File: src/hw/rtl/pca_pkg.sv
// Shared widths, codes and saturation helpers for the PID controller with anti-windup.
package pca_pkg;

    localparam int VW       = 32;           // value width
    localparam int FB       = 16;           // value fraction bits
    localparam int TF       = 16;           // time step fraction bits
    localparam int DTW      = 16;           // time step width
    localparam int TAUW     = 24;           // filter time constant width
    localparam int INTEG_W  = 48;           // integrator width
    localparam int MA_W     = INTEG_W;      // multiplicand width
    localparam int MB_W     = VW;           // multiplier width
    localparam int MP_W     = MA_W + MB_W + 1;
    localparam int DN_W     = 58;           // signed dividend width
    localparam int DD_W     = TAUW + 1;     // divisor width
    localparam int DQ_W     = DN_W + 1;     // signed quotient width
    localparam int SUM_W    = 67;           // weighted sum width
    localparam int WIDE_W   = MP_W;         // width for saturation checks
    localparam int CFG_IDX_W = 3;

    typedef enum logic [CFG_IDX_W-1:0] {
        CFG_ENABLE     = 3'd0,
        CFG_GAIN_PROP  = 3'd1,
        CFG_GAIN_INTEG = 3'd2,
        CFG_GAIN_DERIV = 3'd3,
        CFG_INTEG_LIM  = 3'd4,
        CFG_DRIVE_LIM  = 3'd5,
        CFG_FILTER_TAU = 3'd6
    } t_cfg_idx;

    localparam logic [1:0] MODE_TRACK  = 2'd0;
    localparam logic [1:0] MODE_DIRECT = 2'd1;
    localparam logic [1:0] MODE_CLEAR  = 2'd2;

    localparam logic [1:0] CLAMP_NONE = 2'd0;
    localparam logic [1:0] CLAMP_HIGH = 2'd1;
    localparam logic [1:0] CLAMP_LOW  = 2'd2;

    function automatic logic signed [VW-1:0] f_sat_val(input logic signed [WIDE_W-1:0] x);
        logic signed [WIDE_W-1:0] mx;
        logic signed [WIDE_W-1:0] mn;
        mx = {{(WIDE_W-VW+1){1'b0}}, {(VW-1){1'b1}}};
        mn = ~mx;
        if (x > mx) return mx[VW-1:0];
        else if (x < mn) return mn[VW-1:0];
        else return x[VW-1:0];
    endfunction

    function automatic logic signed [INTEG_W-1:0] f_sat_int(
        input logic signed [WIDE_W-1:0] x);
        logic signed [WIDE_W-1:0] mx;
        logic signed [WIDE_W-1:0] mn;
        mx = {{(WIDE_W-INTEG_W+1){1'b0}}, {(INTEG_W-1){1'b1}}};
        mn = ~mx;
        if (x > mx) return mx[INTEG_W-1:0];
        else if (x < mn) return mn[INTEG_W-1:0];
        else return x[INTEG_W-1:0];
    endfunction

endpackage

File: src/hw/rtl/pca_if.sv
// Handshake channel interfaces: control step input, result output, register write.
interface pca_in_if;
    import pca_pkg::*;
    logic                  valid;
    logic                  ready;
    logic [1:0]            mode;
    logic signed [VW-1:0]  setpoint;
    logic signed [VW-1:0]  measurement;
    logic signed [VW-1:0]  direct_error;
    logic signed [VW-1:0]  measured_rate;
    logic [DTW-1:0]        time_step;
    modport source (output valid, mode, setpoint, measurement, direct_error,
                    measured_rate, time_step, input ready);
    modport sink   (input valid, mode, setpoint, measurement, direct_error,
                    measured_rate, time_step, output ready);
endinterface

interface pca_out_if;
    import pca_pkg::*;
    logic                  valid;
    logic                  ready;
    logic signed [VW-1:0]  drive;
    logic [1:0]            clamp_state;
    modport source (output valid, drive, clamp_state, input ready);
    modport sink   (input valid, drive, clamp_state, output ready);
endinterface

interface pca_cfg_if;
    import pca_pkg::*;
    logic                  valid;
    logic                  ready;
    logic [CFG_IDX_W-1:0]  index;
    logic [VW-1:0]         data;
    modport source (output valid, index, data, input ready);
    modport sink   (input valid, index, data, output ready);
endinterface

File: src/hw/rtl/pid_controller_antiwindup.sv
// PID controller with setpoint filter, clamps and integral anti-windup (top level).
//
//  channel  | dir | beat contents
//  ---------+-----+-------------------------------------------------------------
//  i_cfg    | in  | index, data: one register write, always ready
//  i_in     | in  | mode, setpoint, measurement, direct_error, measured_rate,
//           |     | time_step: one control step
//  o_out    | out | drive, clamp_state: one result per step
//
// One step at a time. The shared shift-add multiplier and the shared restoring divider
// set the length: a filtered mode 0 step adds two products and a quotient to a mode 1
// step, and a disabled, clear or unused-mode step goes straight to the output register.
// Synchronous active-low reset clears state and registers with enable set. A finished
// result waits in the output register while the next step is taken; a step stalls at
// its end only while a result is held.
module pid_controller_antiwindup
    import pca_pkg::*;
(
    input  logic         i_clk,
    input  logic         i_rst_n,
    pca_cfg_if.sink      i_cfg,
    pca_in_if.sink       i_in,
    pca_out_if.source    o_out
);
    typedef enum logic [19:0] {
        S_IDLE = 20'h00001,
        S_FM1  = 20'h00002,
        S_FW1  = 20'h00004,
        S_FM2  = 20'h00008,
        S_FW2  = 20'h00010,
        S_FDV  = 20'h00020,
        S_FDW  = 20'h00040,
        S_ERR  = 20'h00080,
        S_IM   = 20'h00100,
        S_IW   = 20'h00200,
        S_DDV  = 20'h00400,
        S_DDW  = 20'h00800,
        S_PM   = 20'h01000,
        S_PW   = 20'h02000,
        S_GIM  = 20'h04000,
        S_GIW  = 20'h08000,
        S_GDM  = 20'h10000,
        S_GDW  = 20'h20000,
        S_FIN  = 20'h40000,
        S_OUT  = 20'h80000
    } t_state;

    t_state r_state;

    // configuration
    logic                       r_enable;
    logic signed [VW-1:0]       r_gp, r_gi, r_gd;
    logic [VW-2:0]              r_ilim, r_dlim;
    logic [TAUW-1:0]            r_tau;

    // controller state
    logic signed [VW-1:0]       r_ft;
    logic                       r_seen;
    logic signed [INTEG_W-1:0]  r_integ;
    logic signed [VW-1:0]       r_perr;
    logic signed [VW-1:0]       r_prate;
    logic                       r_hv;

    // step working registers
    logic [1:0]                 r_mode;
    logic signed [VW-1:0]       r_sp, r_meas, r_derr, r_rate;
    logic [DTW-1:0]             r_dt;
    logic signed [MA_W-1:0]     r_p1;
    logic signed [DN_W-1:0]     r_num;
    logic signed [VW-1:0]       r_err, r_step, r_deriv;
    logic signed [SUM_W-1:0]    r_sum;
    logic signed [VW-1:0]       r_drive;
    logic [1:0]                 r_clamp;

    // output register
    logic                       r_o_valid;
    logic signed [VW-1:0]       r_o_drive;
    logic [1:0]                 r_o_clamp;

    logic                       w_mul_start, w_mul_done;
    logic signed [MA_W-1:0]     w_ma;
    logic signed [MB_W-1:0]     w_mb;
    logic signed [MP_W-1:0]     w_prod;
    logic                       w_div_start, w_div_done;
    logic signed [DN_W-1:0]     w_dnum;
    logic [DD_W-1:0]            w_dden;
    logic signed [DQ_W-1:0]     w_quot;

    logic                       w_accept;
    logic signed [VW:0]         w_tdiff, w_ediff;
    logic signed [VW-1:0]       w_step;
    logic signed [INTEG_W:0]    w_isum;
    logic signed [INTEG_W-1:0]  w_isat, w_ilim, w_inew;
    logic signed [INTEG_W-1:0]  w_iback;
    logic signed [VW-1:0]       w_dsat, w_dlim, w_dnew;
    logic [1:0]                 w_cnew;
    logic signed [SUM_W-1:0]    w_term;
    logic                       w_use_deriv;

    assign w_accept    = i_in.valid && i_in.ready;
    assign i_in.ready  = (r_state == S_IDLE);
    assign i_cfg.ready = 1'b1;

    assign w_use_deriv = (r_dt != '0) && r_hv;

    assign w_mul_start = (r_state == S_FM1) || (r_state == S_FM2) || (r_state == S_IM) ||
                         (r_state == S_PM) || (r_state == S_GIM) || (r_state == S_GDM);
    assign w_div_start = (r_state == S_FDV) || ((r_state == S_DDV) && w_use_deriv);

    always_comb begin
        w_ma = '0;
        w_mb = '0;
        unique case (r_state)
            S_FM1: begin w_ma = MA_W'(r_sp);    w_mb = MB_W'($signed({1'b0, r_dt}));  end
            S_FM2: begin w_ma = MA_W'(r_ft);    w_mb = MB_W'($signed({1'b0, r_tau})); end
            S_IM:  begin w_ma = MA_W'(r_err);   w_mb = MB_W'($signed({1'b0, r_dt}));  end
            S_PM:  begin w_ma = MA_W'(r_err);   w_mb = r_gp; end
            S_GIM: begin w_ma = r_integ;        w_mb = r_gi; end
            S_GDM: begin w_ma = MA_W'(r_deriv); w_mb = r_gd; end
            default: begin w_ma = '0; w_mb = '0; end
        endcase
    end

    assign w_ediff = (VW+1)'(r_err) - (VW+1)'(r_perr);
    assign w_tdiff = (VW+1)'(r_ft) - (VW+1)'(r_meas);
    assign w_dnum  = (r_state == S_FDV) ? r_num : (DN_W'(w_ediff) <<< TF);
    assign w_dden  = (r_state == S_FDV) ? (DD_W'(r_dt) + DD_W'(r_tau)) : DD_W'(r_dt);

    // integral step, accumulate and clamp
    always_comb begin
        w_step = $signed(w_prod[TF+VW-1:TF]);
        w_isum = (INTEG_W+1)'(r_integ) + (INTEG_W+1)'(w_step);
        w_isat = f_sat_int(WIDE_W'(w_isum));
        w_ilim = INTEG_W'({1'b0, r_ilim});
        w_inew = w_isat;
        if (r_ilim != '0) begin
            if (w_isat > w_ilim) w_inew = w_ilim;
            if (w_isat < -w_ilim) w_inew = -w_ilim;
        end
    end

    // output clamp
    always_comb begin
        w_term = SUM_W'(w_prod >>> FB);
        w_dsat = f_sat_val(WIDE_W'(r_sum));
        w_dlim = VW'({1'b0, r_dlim});
        w_dnew = w_dsat;
        w_cnew = CLAMP_NONE;
        if (r_dlim != '0) begin
            if (w_dsat > w_dlim) begin
                w_dnew = w_dlim;
                w_cnew = CLAMP_HIGH;
            end
            if (w_dsat < -w_dlim) begin
                w_dnew = -w_dlim;
                w_cnew = CLAMP_LOW;
            end
        end
        w_iback = f_sat_int(WIDE_W'(r_integ) - WIDE_W'(r_step));
    end

    pca_mul u_mul (
        .i_clk   (i_clk),
        .i_rst_n (i_rst_n),
        .i_start (w_mul_start),
        .i_a     (w_ma),
        .i_b     (w_mb),
        .o_done  (w_mul_done),
        .o_prod  (w_prod)
    );

    pca_div u_div (
        .i_clk   (i_clk),
        .i_rst_n (i_rst_n),
        .i_start (w_div_start),
        .i_num   (w_dnum),
        .i_den   (w_dden),
        .o_done  (w_div_done),
        .o_quot  (w_quot)
    );

    // register writes
    always_ff @(posedge i_clk) begin
        if (!i_rst_n) begin
            r_enable <= 1'b1;
            r_gp     <= '0;
            r_gi     <= '0;
            r_gd     <= '0;
            r_ilim   <= '0;
            r_dlim   <= '0;
            r_tau    <= '0;
        end else if (i_cfg.valid) begin
            unique case (i_cfg.index)
                CFG_ENABLE:     r_enable <= i_cfg.data[0];
                CFG_GAIN_PROP:  r_gp     <= $signed(i_cfg.data);
                CFG_GAIN_INTEG: r_gi     <= $signed(i_cfg.data);
                CFG_GAIN_DERIV: r_gd     <= $signed(i_cfg.data);
                CFG_INTEG_LIM:  r_ilim   <= i_cfg.data[VW-2:0];
                CFG_DRIVE_LIM:  r_dlim   <= i_cfg.data[VW-2:0];
                CFG_FILTER_TAU: r_tau    <= i_cfg.data[TAUW-1:0];
                default: ;
            endcase
        end
    end

    // step sequencer
    always_ff @(posedge i_clk) begin
        if (!i_rst_n) begin
            r_state   <= S_IDLE;
            r_ft      <= '0;
            r_seen    <= 1'b0;
            r_integ   <= '0;
            r_perr    <= '0;
            r_prate   <= '0;
            r_hv      <= 1'b0;
            r_o_valid <= 1'b0;
        end else begin
            if (r_state == S_OUT && (!r_o_valid || o_out.ready)) r_o_valid <= 1'b1;
            else if (o_out.ready) r_o_valid <= 1'b0;
            unique case (r_state)
                S_IDLE: begin
                    if (w_accept) begin
                        r_mode  <= i_in.mode;
                        r_sp    <= i_in.setpoint;
                        r_meas  <= i_in.measurement;
                        r_derr  <= i_in.direct_error;
                        r_rate  <= i_in.measured_rate;
                        r_dt    <= i_in.time_step;
                        r_drive <= '0;
                        r_clamp <= CLAMP_NONE;
                        if (!r_enable || (i_in.mode != MODE_TRACK &&
                                          i_in.mode != MODE_DIRECT &&
                                          i_in.mode != MODE_CLEAR)) begin
                            r_state <= S_OUT;
                        end else if (i_in.mode == MODE_CLEAR) begin
                            r_ft    <= '0;
                            r_seen  <= 1'b0;
                            r_integ <= '0;
                            r_perr  <= '0;
                            r_prate <= '0;
                            r_hv    <= 1'b0;
                            r_state <= S_OUT;
                        end else if (i_in.mode == MODE_TRACK) begin
                            if (!r_seen) begin
                                r_ft   <= i_in.setpoint;
                                r_seen <= 1'b1;
                            end
                            // a zero denominator leaves the filter alone
                            if (i_in.time_step != '0 || r_tau != '0) r_state <= S_FM1;
                            else r_state <= S_ERR;
                        end else begin
                            r_state <= S_ERR;
                        end
                    end
                end
                S_FM1: r_state <= S_FW1;
                S_FW1: begin
                    if (w_mul_done) begin
                        r_p1    <= MA_W'(w_prod);
                        r_state <= S_FM2;
                    end
                end
                S_FM2: r_state <= S_FW2;
                S_FW2: begin
                    if (w_mul_done) begin
                        r_num   <= DN_W'(r_p1) + DN_W'(w_prod);
                        r_state <= S_FDV;
                    end
                end
                S_FDV: r_state <= S_FDW;
                S_FDW: begin
                    if (w_div_done) begin
                        r_ft    <= f_sat_val(WIDE_W'(w_quot));
                        r_state <= S_ERR;
                    end
                end
                S_ERR: begin
                    r_err   <= (r_mode == MODE_TRACK) ? f_sat_val(WIDE_W'(w_tdiff)) : r_derr;
                    r_state <= S_IM;
                end
                S_IM: r_state <= S_IW;
                S_IW: begin
                    if (w_mul_done) begin
                        r_step  <= w_step;
                        r_integ <= w_inew;
                        r_state <= S_DDV;
                    end
                end
                S_DDV: begin
                    if (w_use_deriv) begin
                        r_state <= S_DDW;
                    end else begin
                        r_deriv <= f_sat_val(-WIDE_W'(r_rate));
                        r_state <= S_PM;
                    end
                end
                S_DDW: begin
                    if (w_div_done) begin
                        r_deriv <= f_sat_val(WIDE_W'(w_quot) + WIDE_W'(r_prate) -
                                             WIDE_W'(r_rate));
                        r_state <= S_PM;
                    end
                end
                S_PM: begin
                    r_prate <= r_rate;
                    r_perr  <= r_err;
                    r_hv    <= 1'b1;
                    r_state <= S_PW;
                end
                S_PW: begin
                    if (w_mul_done) begin
                        r_sum   <= w_term;
                        r_state <= S_GIM;
                    end
                end
                S_GIM: r_state <= S_GIW;
                S_GIW: begin
                    if (w_mul_done) begin
                        r_sum   <= r_sum + w_term;
                        r_state <= S_GDM;
                    end
                end
                S_GDM: r_state <= S_GDW;
                S_GDW: begin
                    if (w_mul_done) begin
                        r_sum   <= r_sum + w_term;
                        r_state <= S_FIN;
                    end
                end
                S_FIN: begin
                    r_drive <= w_dnew;
                    r_clamp <= w_cnew;
                    // undo the integral step when the clamp pushes with the error
                    if (r_dt != '0 &&
                        ((w_cnew == CLAMP_HIGH && r_err > 0) ||
                         (w_cnew == CLAMP_LOW && r_err < 0))) begin
                        r_integ <= w_iback;
                    end
                    r_state <= S_OUT;
                end
                S_OUT: begin
                    if (!r_o_valid || o_out.ready) begin
                        r_o_drive <= r_drive;
                        r_o_clamp <= r_clamp;
                        r_state   <= S_IDLE;
                    end
                end
                default: r_state <= S_IDLE;
            endcase
        end
    end

    assign o_out.valid       = r_o_valid;
    assign o_out.drive       = r_o_drive;
    assign o_out.clamp_state = r_o_clamp;
endmodule

File: src/hw/rtl/pca_mul.sv
// Shift-add signed multiplier, one multiplier bit per cycle.
module pca_mul
    import pca_pkg::*;
(
    input  logic                    i_clk,
    input  logic                    i_rst_n,
    input  logic                    i_start,
    input  logic signed [MA_W-1:0]  i_a,
    input  logic signed [MB_W-1:0]  i_b,
    output logic                    o_done,
    output logic signed [MP_W-1:0]  o_prod
);
    localparam int CNT_W = $clog2(MB_W + 1);

    logic                    r_busy;
    logic                    r_done;
    logic [CNT_W-1:0]        r_cnt;
    logic                    r_neg;
    logic [MA_W-1:0]         r_mcand;
    logic [MB_W-1:0]         r_mpl;
    logic [MA_W+MB_W-1:0]    r_acc;
    logic signed [MP_W-1:0]  r_prod;

    logic [MA_W-1:0]         w_amag;
    logic [MB_W-1:0]         w_bmag;
    logic [MA_W:0]           w_hi;
    logic signed [MP_W-1:0]  w_mag;

    assign w_amag = i_a[MA_W-1] ? MA_W'(-i_a) : MA_W'(i_a);
    assign w_bmag = i_b[MB_W-1] ? MB_W'(-i_b) : MB_W'(i_b);
    assign w_hi   = {1'b0, r_acc[MA_W+MB_W-1:MB_W]} + (r_mpl[0] ? {1'b0, r_mcand} : '0);
    assign w_mag  = {1'b0, r_acc};

    always_ff @(posedge i_clk) begin
        if (!i_rst_n) begin
            r_busy <= 1'b0;
            r_done <= 1'b0;
            r_cnt  <= '0;
        end else begin
            r_done <= 1'b0;
            if (i_start) begin
                r_busy <= 1'b1;
                r_cnt  <= '0;
            end else if (r_busy) begin
                if (r_cnt == CNT_W'(MB_W)) begin
                    r_busy <= 1'b0;
                    r_done <= 1'b1;
                end else begin
                    r_cnt <= r_cnt + 1'b1;
                end
            end
        end
    end

    always_ff @(posedge i_clk) begin
        if (i_start) begin
            r_neg   <= i_a[MA_W-1] ^ i_b[MB_W-1];
            r_mcand <= w_amag;
            r_mpl   <= w_bmag;
            r_acc   <= '0;
        end else if (r_busy) begin
            if (r_cnt == CNT_W'(MB_W)) begin
                r_prod <= r_neg ? -w_mag : w_mag;
            end else begin
                // add into the top half, then shift the whole product right
                r_acc <= {w_hi, r_acc[MB_W-1:1]};
                r_mpl <= r_mpl >> 1;
            end
        end
    end

    assign o_done = r_done;
    assign o_prod = r_prod;
endmodule

File: src/hw/rtl/pca_div.sv
// Restoring signed divider, one quotient bit per cycle, quotient rounds toward zero.
module pca_div
    import pca_pkg::*;
(
    input  logic                    i_clk,
    input  logic                    i_rst_n,
    input  logic                    i_start,
    input  logic signed [DN_W-1:0]  i_num,
    input  logic [DD_W-1:0]         i_den,
    output logic                    o_done,
    output logic signed [DQ_W-1:0]  o_quot
);
    localparam int CNT_W = $clog2(DN_W + 1);

    logic                    r_busy;
    logic                    r_done;
    logic [CNT_W-1:0]        r_cnt;
    logic                    r_neg;
    logic [DN_W-1:0]         r_q;
    logic [DD_W-1:0]         r_rem;
    logic [DD_W-1:0]         r_den;
    logic signed [DQ_W-1:0]  r_quot;

    logic [DD_W+1:0]         w_trial;
    logic [DD_W:0]           w_shift;
    logic signed [DQ_W-1:0]  w_mag;

    assign w_shift = {r_rem, r_q[DN_W-1]};
    assign w_trial = {1'b0, w_shift} - {2'b00, r_den};
    assign w_mag   = {1'b0, r_q};

    always_ff @(posedge i_clk) begin
        if (!i_rst_n) begin
            r_busy <= 1'b0;
            r_done <= 1'b0;
            r_cnt  <= '0;
        end else begin
            r_done <= 1'b0;
            if (i_start) begin
                r_busy <= 1'b1;
                r_cnt  <= '0;
            end else if (r_busy) begin
                if (r_cnt == CNT_W'(DN_W)) begin
                    r_busy <= 1'b0;
                    r_done <= 1'b1;
                end else begin
                    r_cnt <= r_cnt + 1'b1;
                end
            end
        end
    end

    always_ff @(posedge i_clk) begin
        if (i_start) begin
            r_neg <= i_num[DN_W-1];
            r_q   <= i_num[DN_W-1] ? DN_W'(-i_num) : DN_W'(i_num);
            r_rem <= '0;
            r_den <= i_den;
        end else if (r_busy) begin
            if (r_cnt == CNT_W'(DN_W)) begin
                r_quot <= r_neg ? -w_mag : w_mag;
            end else if (!w_trial[DD_W+1]) begin
                r_rem <= w_trial[DD_W-1:0];
                r_q   <= {r_q[DN_W-2:0], 1'b1};
            end else begin
                // keep the partial remainder, it stays below the divisor
                r_rem <= w_shift[DD_W-1:0];
                r_q   <= {r_q[DN_W-2:0], 1'b0};
            end
        end
    end

    assign o_done = r_done;
    assign o_quot = r_quot;
endmodule
File: src/flat_wrapper.sv
// flat-port wrapper written by rule: the top's interface ports become plain ports
module pid_controller_antiwindup_flat import pca_pkg::*;
  (i_clk, i_rst_n, i_cfg_valid, i_cfg_index, i_cfg_data, i_cfg_ready, i_in_valid, i_in_mode, i_in_setpoint, i_in_measurement, i_in_direct_error, i_in_measured_rate, i_in_time_step, i_in_ready, o_out_valid, o_out_drive, o_out_clamp_state, o_out_ready);
  pca_cfg_if i_cfg_i ();
  pca_in_if i_in_i ();
  pca_out_if o_out_i ();
  input  logic i_clk;
  input  logic i_rst_n;
  input wire logic [$bits(i_cfg_i.valid)-1:0] i_cfg_valid;
  input wire logic [$bits(i_cfg_i.index)-1:0] i_cfg_index;
  input wire logic [$bits(i_cfg_i.data)-1:0] i_cfg_data;
  output wire logic [$bits(i_cfg_i.ready)-1:0] i_cfg_ready;
  input wire logic [$bits(i_in_i.valid)-1:0] i_in_valid;
  input wire logic [$bits(i_in_i.mode)-1:0] i_in_mode;
  input wire logic [$bits(i_in_i.setpoint)-1:0] i_in_setpoint;
  input wire logic [$bits(i_in_i.measurement)-1:0] i_in_measurement;
  input wire logic [$bits(i_in_i.direct_error)-1:0] i_in_direct_error;
  input wire logic [$bits(i_in_i.measured_rate)-1:0] i_in_measured_rate;
  input wire logic [$bits(i_in_i.time_step)-1:0] i_in_time_step;
  output wire logic [$bits(i_in_i.ready)-1:0] i_in_ready;
  output wire logic [$bits(o_out_i.valid)-1:0] o_out_valid;
  output wire logic [$bits(o_out_i.drive)-1:0] o_out_drive;
  output wire logic [$bits(o_out_i.clamp_state)-1:0] o_out_clamp_state;
  input wire logic [$bits(o_out_i.ready)-1:0] o_out_ready;
  assign i_cfg_i.valid = i_cfg_valid;
  assign i_cfg_i.index = i_cfg_index;
  assign i_cfg_i.data = i_cfg_data;
  assign i_cfg_ready = i_cfg_i.ready;
  assign i_in_i.valid = i_in_valid;
  assign i_in_i.mode = i_in_mode;
  assign i_in_i.setpoint = i_in_setpoint;
  assign i_in_i.measurement = i_in_measurement;
  assign i_in_i.direct_error = i_in_direct_error;
  assign i_in_i.measured_rate = i_in_measured_rate;
  assign i_in_i.time_step = i_in_time_step;
  assign i_in_ready = i_in_i.ready;
  assign o_out_valid = o_out_i.valid;
  assign o_out_drive = o_out_i.drive;
  assign o_out_clamp_state = o_out_i.clamp_state;
  assign o_out_i.ready = o_out_ready;
  pid_controller_antiwindup u_core (.i_clk(i_clk), .i_rst_n(i_rst_n), .i_cfg(i_cfg_i), .i_in(i_in_i), .o_out(o_out_i));
endmodule
File: config.mk
export PLATFORM = sky130hd
export DESIGN_NAME = pid_controller_antiwindup_flat
export DESIGN_NICKNAME = d
export VERILOG_FILES = /design/src/hw/rtl/pca_pkg.sv /design/src/hw/rtl/pca_if.sv /design/src/hw/rtl/pid_controller_antiwindup.sv /design/src/hw/rtl/pca_mul.sv /design/src/hw/rtl/pca_div.sv /design/src/flat_wrapper.sv
export SDC_FILE = /design/constraint.sdc
export NUM_CORES = 2
export LEC_CHECK = 0
export ABC_AREA = 0
export BUFFER_PORTS_ARGS = -buffer_cell sky130_fd_sc_hd__buf_2
export CAP_MARGIN = 20
export CORE_UTILIZATION = 40
export CTS_CLUSTER_DIAMETER = 80
export CTS_CLUSTER_SIZE = 30
export DETAILED_ROUTE_END_ITERATION = 10
export PLACE_DENSITY = 0.62
export SETUP_SLACK_MARGIN = 0.5
export SLEW_MARGIN = 20
export SYNTH_ARGS = -nofsm -noshare
export SYNTH_HDL_FRONTEND = slang
export SYNTH_SLANG_ARGS = --single-unit
File: constraint.sdc
create_clock -name i_clk -period 20.6 [get_ports i_clk]
set_input_delay 2.06 -clock i_clk [delete_from_list [all_inputs] [get_ports i_clk]]
set_output_delay 2.06 -clock i_clk [all_outputs]
set_load 0.05 [all_outputs]
==> results.sh <==
export IMPL_initial_utilization_pct=40.4
export IMPL_dpl_cell_area_um2=90300
export IMPL_final_period_utilization_pct=43.9
export IMPL_postLayoutCellArea_um2=94000
export IMPL_holdCritPathClass="flip-flop to flip-flop"
export IMPL_stdcell_count=12700
export IMPL_internal_power_mw=4.37
export IMPL_share_comb_of_total_power_pct=22.5
export IMPL_grt_pass1_wl_um=456000
export IMPL_placed_cells_incl_taps=12500
export IMPL_critical_path_slowest_stage_cell="sky130_fd_sc_hd__nor4_2"
export IMPL_cts_max_path_buffers=3
export IMPL_first_global_vias=69900
export IMPL_drv_max_cap_violation_count=0
export IMPL_final_report_max_slew_violation_count=0
export IMPL_detail_route_wirelength_um=311000
export IMPL_grt_use_met3_pct=4.42
export IMPL_worstReg2RegStart="u_core.u_mul.o_prod[16]$_DFFE_PP_"
export IMPL_synthesized_flop_and_latch_total=1259
export IMPL_final_net_count=10600
export IMPL_power_frac_seq_pct=44.4
export IMPL_die_area_um2=217000
export IMPL_worst_setup_path_startpoint="u_core.u_mul.o_prod[16]$_DFFE_PP_"
export IMPL_endpoint_kind="flip-flop"
export IMPL_drt_wirelength_per_cell_um=24.6
export IMPL_post_cts_setup_buffer_count=0
export IMPL_hold_start="u_core.r_drive[17]$_SDFFCE_PP0P_"
export IMPL_cellPowerDensity_nw_per_um2=70.1
export IMPL_grt_start_max_net_pins=102
export IMPL_critical_path_required_ns=21.28
export IMPL_htreeDepth=3
export IMPL_gp_congestion=1.01
export IMPL_max_slew_worst_pin_slew_ns=1.26
export IMPL_synth_cell_area_um2=86000
export IMPL_antenna_found_initial=23
export IMPL_power_leakage_nw=37.0
export IMPL_clk_transition_reported_paths_ns=0.11
export IMPL_net_switching_power_mw=2.22
export IMPL_p_sw_share_pct=33.7
export IMPL_synth_edff_count=788
export IMPL_clock_fmax_mhz=111
export IMPL_synth_yosys_warnings=0
export IMPL_net_count_synth=10600
export IMPL_first_pass_iters=6
export IMPL_report_final_setup_viol=0
export IMPL_synthToLayoutAreaGrowth_pct=9.28
export IMPL_portBuffers=221
export IMPL_post_cts_hold_buffer_count=0
export IMPL_netlist_cell_type_count=101
export IMPL_viasPerCell=5.91
export IMPL_synth_yosys_seq_area_share_pct=38.5
export IMPL_timing_critical_path_fanout_max=27
export IMPL_syn_avg_cell_area_um2=8.85
export IMPL_dominantRegCellSynth="sky130_fd_sc_hd__edfxtp_1"
export IMPL_setup_ws_ns=11.56
export IMPL_nature_of_the_critical_path_startpoint="flip-flop"
export IMPL_tns_ns=0
export IMPL_timing_slew_headroom_pct=15.4
export IMPL_design_portCount=223
export IMPL_cts_resized=0
export IMPL_num_vias=74800
export IMPL_async_flop_share_pct=0
export IMPL_drtIter0Drc=7864
export IMPL_dp_final_hpwl_um=243000
export IMPL_synthCells=9727
export IMPL_critPathMaxStageDelay_ns=0.82
export IMPL_grt_busiest_layer="met2"
export IMPL_met2_usage_pct=42.9
export IMPL_finalCoreUtilization_pct=44.2
export IMPL_die_y_extent_um=466
export IMPL_p_clk_share_pct=33.1
export IMPL_rsz0062_at_grt="no"
export IMPL_design_core_area_um2=213000
export IMPL_worst_skew_pair_late_latency_ns=0.82
export IMPL_detailedPlace_worstSlack_ns=11.61
export IMPL_drc_errors=0
export IMPL_vdd_ir_drop_worst_uv=83.9
export IMPL_grt_ovfl_total=0
export IMPL_residual_antenna_violating_net_count_after_detailed_routing=0
export IMPL_final_hold_worst_slack_ns=0.413
export IMPL_report_power_total_mw=6.59
export IMPL_clock_root_buffer="sky130_fd_sc_hd__clkbuf_16"
export IMPL_status="finished, final reports clean"
export IMPL_criticalPathCategory="flip-flop to flip-flop"
export IMPL_fin_skew_ns=0.0887
export IMPL_cts_sinks=1259
export IMPL_die_width_um=466
export IMPL_grt_total_usage_pct=27.8
export IMPL_worstPathArrival_ns=9.72
export IMPL_met1_usage_pct=38.6
export IMPL_post_route_cells_drive_above_1_share_pct=6.67
export IMPL_number_of_buffers_added_by_the_clock_tree_synthesis_step=96
export IMPL_report_final_hold_viol_count=0
export IMPL_num_rows=169
export IMPL_final_period_minus_worst_setup_slack_ns=9.04
export IMPL_cts_tree="built"
layout make-up:
cell class                 instances  area [µm²]
fill                           20700      119000
tap                             2821        3530
inverter                         579        2170
timing repair buffer             347        2100
clock inverter                    74        1040
multi-input combinational       7454       49500
antenna                            9        22.5
sequential                      1259       33100
clock buffer                     108        2590
power by group through the flow:
stage,Clock (mW),Sequential [mW],Combinational [mW]
CTS,2.22,2.92,1.47
detailed placement,0,2.98,1.46
floorplan,0,2.93,1.06
global route,2.30,2.94,1.64
finish,2.18,2.92,1.48
global placement,0,2.97,1.45
cells by family after synthesis:
kind of cell	share of synthesized area, %
buf+inv	4.44
xor+xnor	7.48
flops	38.5
simple gates	17.3
compound gates	21.2
fa+ha+maj	10.6
other cells	0.00436
mux	0.477
per-layer routing:
metal	routed length (µm)	share of wire, %
met2	135000	43
met1	137000	44
met4	14800	4.7
met3	24100	7.7
met5	93	0.030
worst max-delay path: cells and delay by family, from the launching register on:
family	cells	cell delay [ns]
AND/OR/NAND/NOR	12	3.85
adder cells (fa/ha/maj)	3	0.93
flip-flops	1	0.47
buffers and inverters	3	0.48
AO/OA/AOI/OAI	12	3.18
flip-flops by register name, indices dropped and copies added, names as in the netlist, 48 cells and up:
| register | cells |
|---|---|
| u_core.u_div.o_quot | 59 |
| u_core.u_mul.o_prod | 81 |
| u_core.u_div.r_q | 58 |
| u_core.r_sum | 67 |
| u_core.r_integ | 48 |
| u_core.r_num | 58 |
| u_core.u_mul.r_acc | 80 |
| u_core.u_mul.r_mcand | 48 |
| u_core.r_p1 | 48 |
Yosys cell counts, drive strengths merged, types with 30 or more instances:
cell type     n  share of area [%]
nand2      1285                5.6
edfxtp      788                 28
a21oi       757                4.4
o21ai       644                3.7
ha          588                8.6
inv         579                2.5
nor2        577                2.5
xnor2       475                4.8
dfxtp       471                 11
clkbuf      408                1.8
a21o        297                2.6
xor2        260                2.6
a21boi      203                1.8
nor2b       192                1.4
nand3       180                1.1
nor3        172                1.0
nand4       120               0.87
o21a        117                1.0
a22oi       114               0.99
and2        112               0.81
nand2b      110               0.80
a211oi       94               0.82
nor4         91               0.69
o31ai        84               0.75
a31oi        83               0.60
or3          75               0.55
fa           68                1.6
and3         53               0.39
o21bai       50               0.44
o211ai       49               0.43
a221oi       42               0.43
a221o        41               0.48
or4          40               0.36
a22o         38               0.39
maj3         38               0.44
or2          35               0.26
mux2i        32               0.37
and4         30               0.31
final timing paths:
| kind | to | slack (ns) | cells past startpoint |
|---|---|---|---|
| setup reg to reg | u_core.r_integ[41]$_SDFFE_PN0P_ | 11.56 | 30 |
| setup / recovery | u_core.r_integ[41]$_SDFFE_PN0P_ | 11.56 | 30 |
| hold reg to reg | u_core.o_out.drive[17]$_DFFE_PP_ | 0.41 | 0 |
| hold / removal | u_core.o_out.drive[17]$_DFFE_PP_ | 0.41 | 0 |
cell usage in the layout, fill, tap and decap left out, types with 73 or more instances in the layout:
cell,count
sky130_fd_sc_hd__nand2_1,1280
sky130_fd_sc_hd__edfxtp_1,788
sky130_fd_sc_hd__a21oi_1,754
sky130_fd_sc_hd__o21ai_0,637
sky130_fd_sc_hd__ha_1,588
sky130_fd_sc_hd__inv_1,579
sky130_fd_sc_hd__nor2_1,567
sky130_fd_sc_hd__xnor2_1,475
sky130_fd_sc_hd__dfxtp_1,471
sky130_fd_sc_hd__a21o_1,297
sky130_fd_sc_hd__xor2_1,259
sky130_fd_sc_hd__buf_2,222
sky130_fd_sc_hd__a21boi_0,201
sky130_fd_sc_hd__nor2b_1,191
sky130_fd_sc_hd__nand3_1,177
sky130_fd_sc_hd__nor3_1,166
sky130_fd_sc_hd__buf_4,121
sky130_fd_sc_hd__nand4_1,120
sky130_fd_sc_hd__o21a_1,117
sky130_fd_sc_hd__a22oi_1,113
sky130_fd_sc_hd__nand2b_1,110
sky130_fd_sc_hd__and2_1,108
sky130_fd_sc_hd__clkbuf_16,102
sky130_fd_sc_hd__a211oi_1,94
sky130_fd_sc_hd__nor4_1,84
sky130_fd_sc_hd__o31ai_1,82
sky130_fd_sc_hd__a31oi_1,80
sky130_fd_sc_hd__or3_1,73
Power figures use the tool's default switching activity.
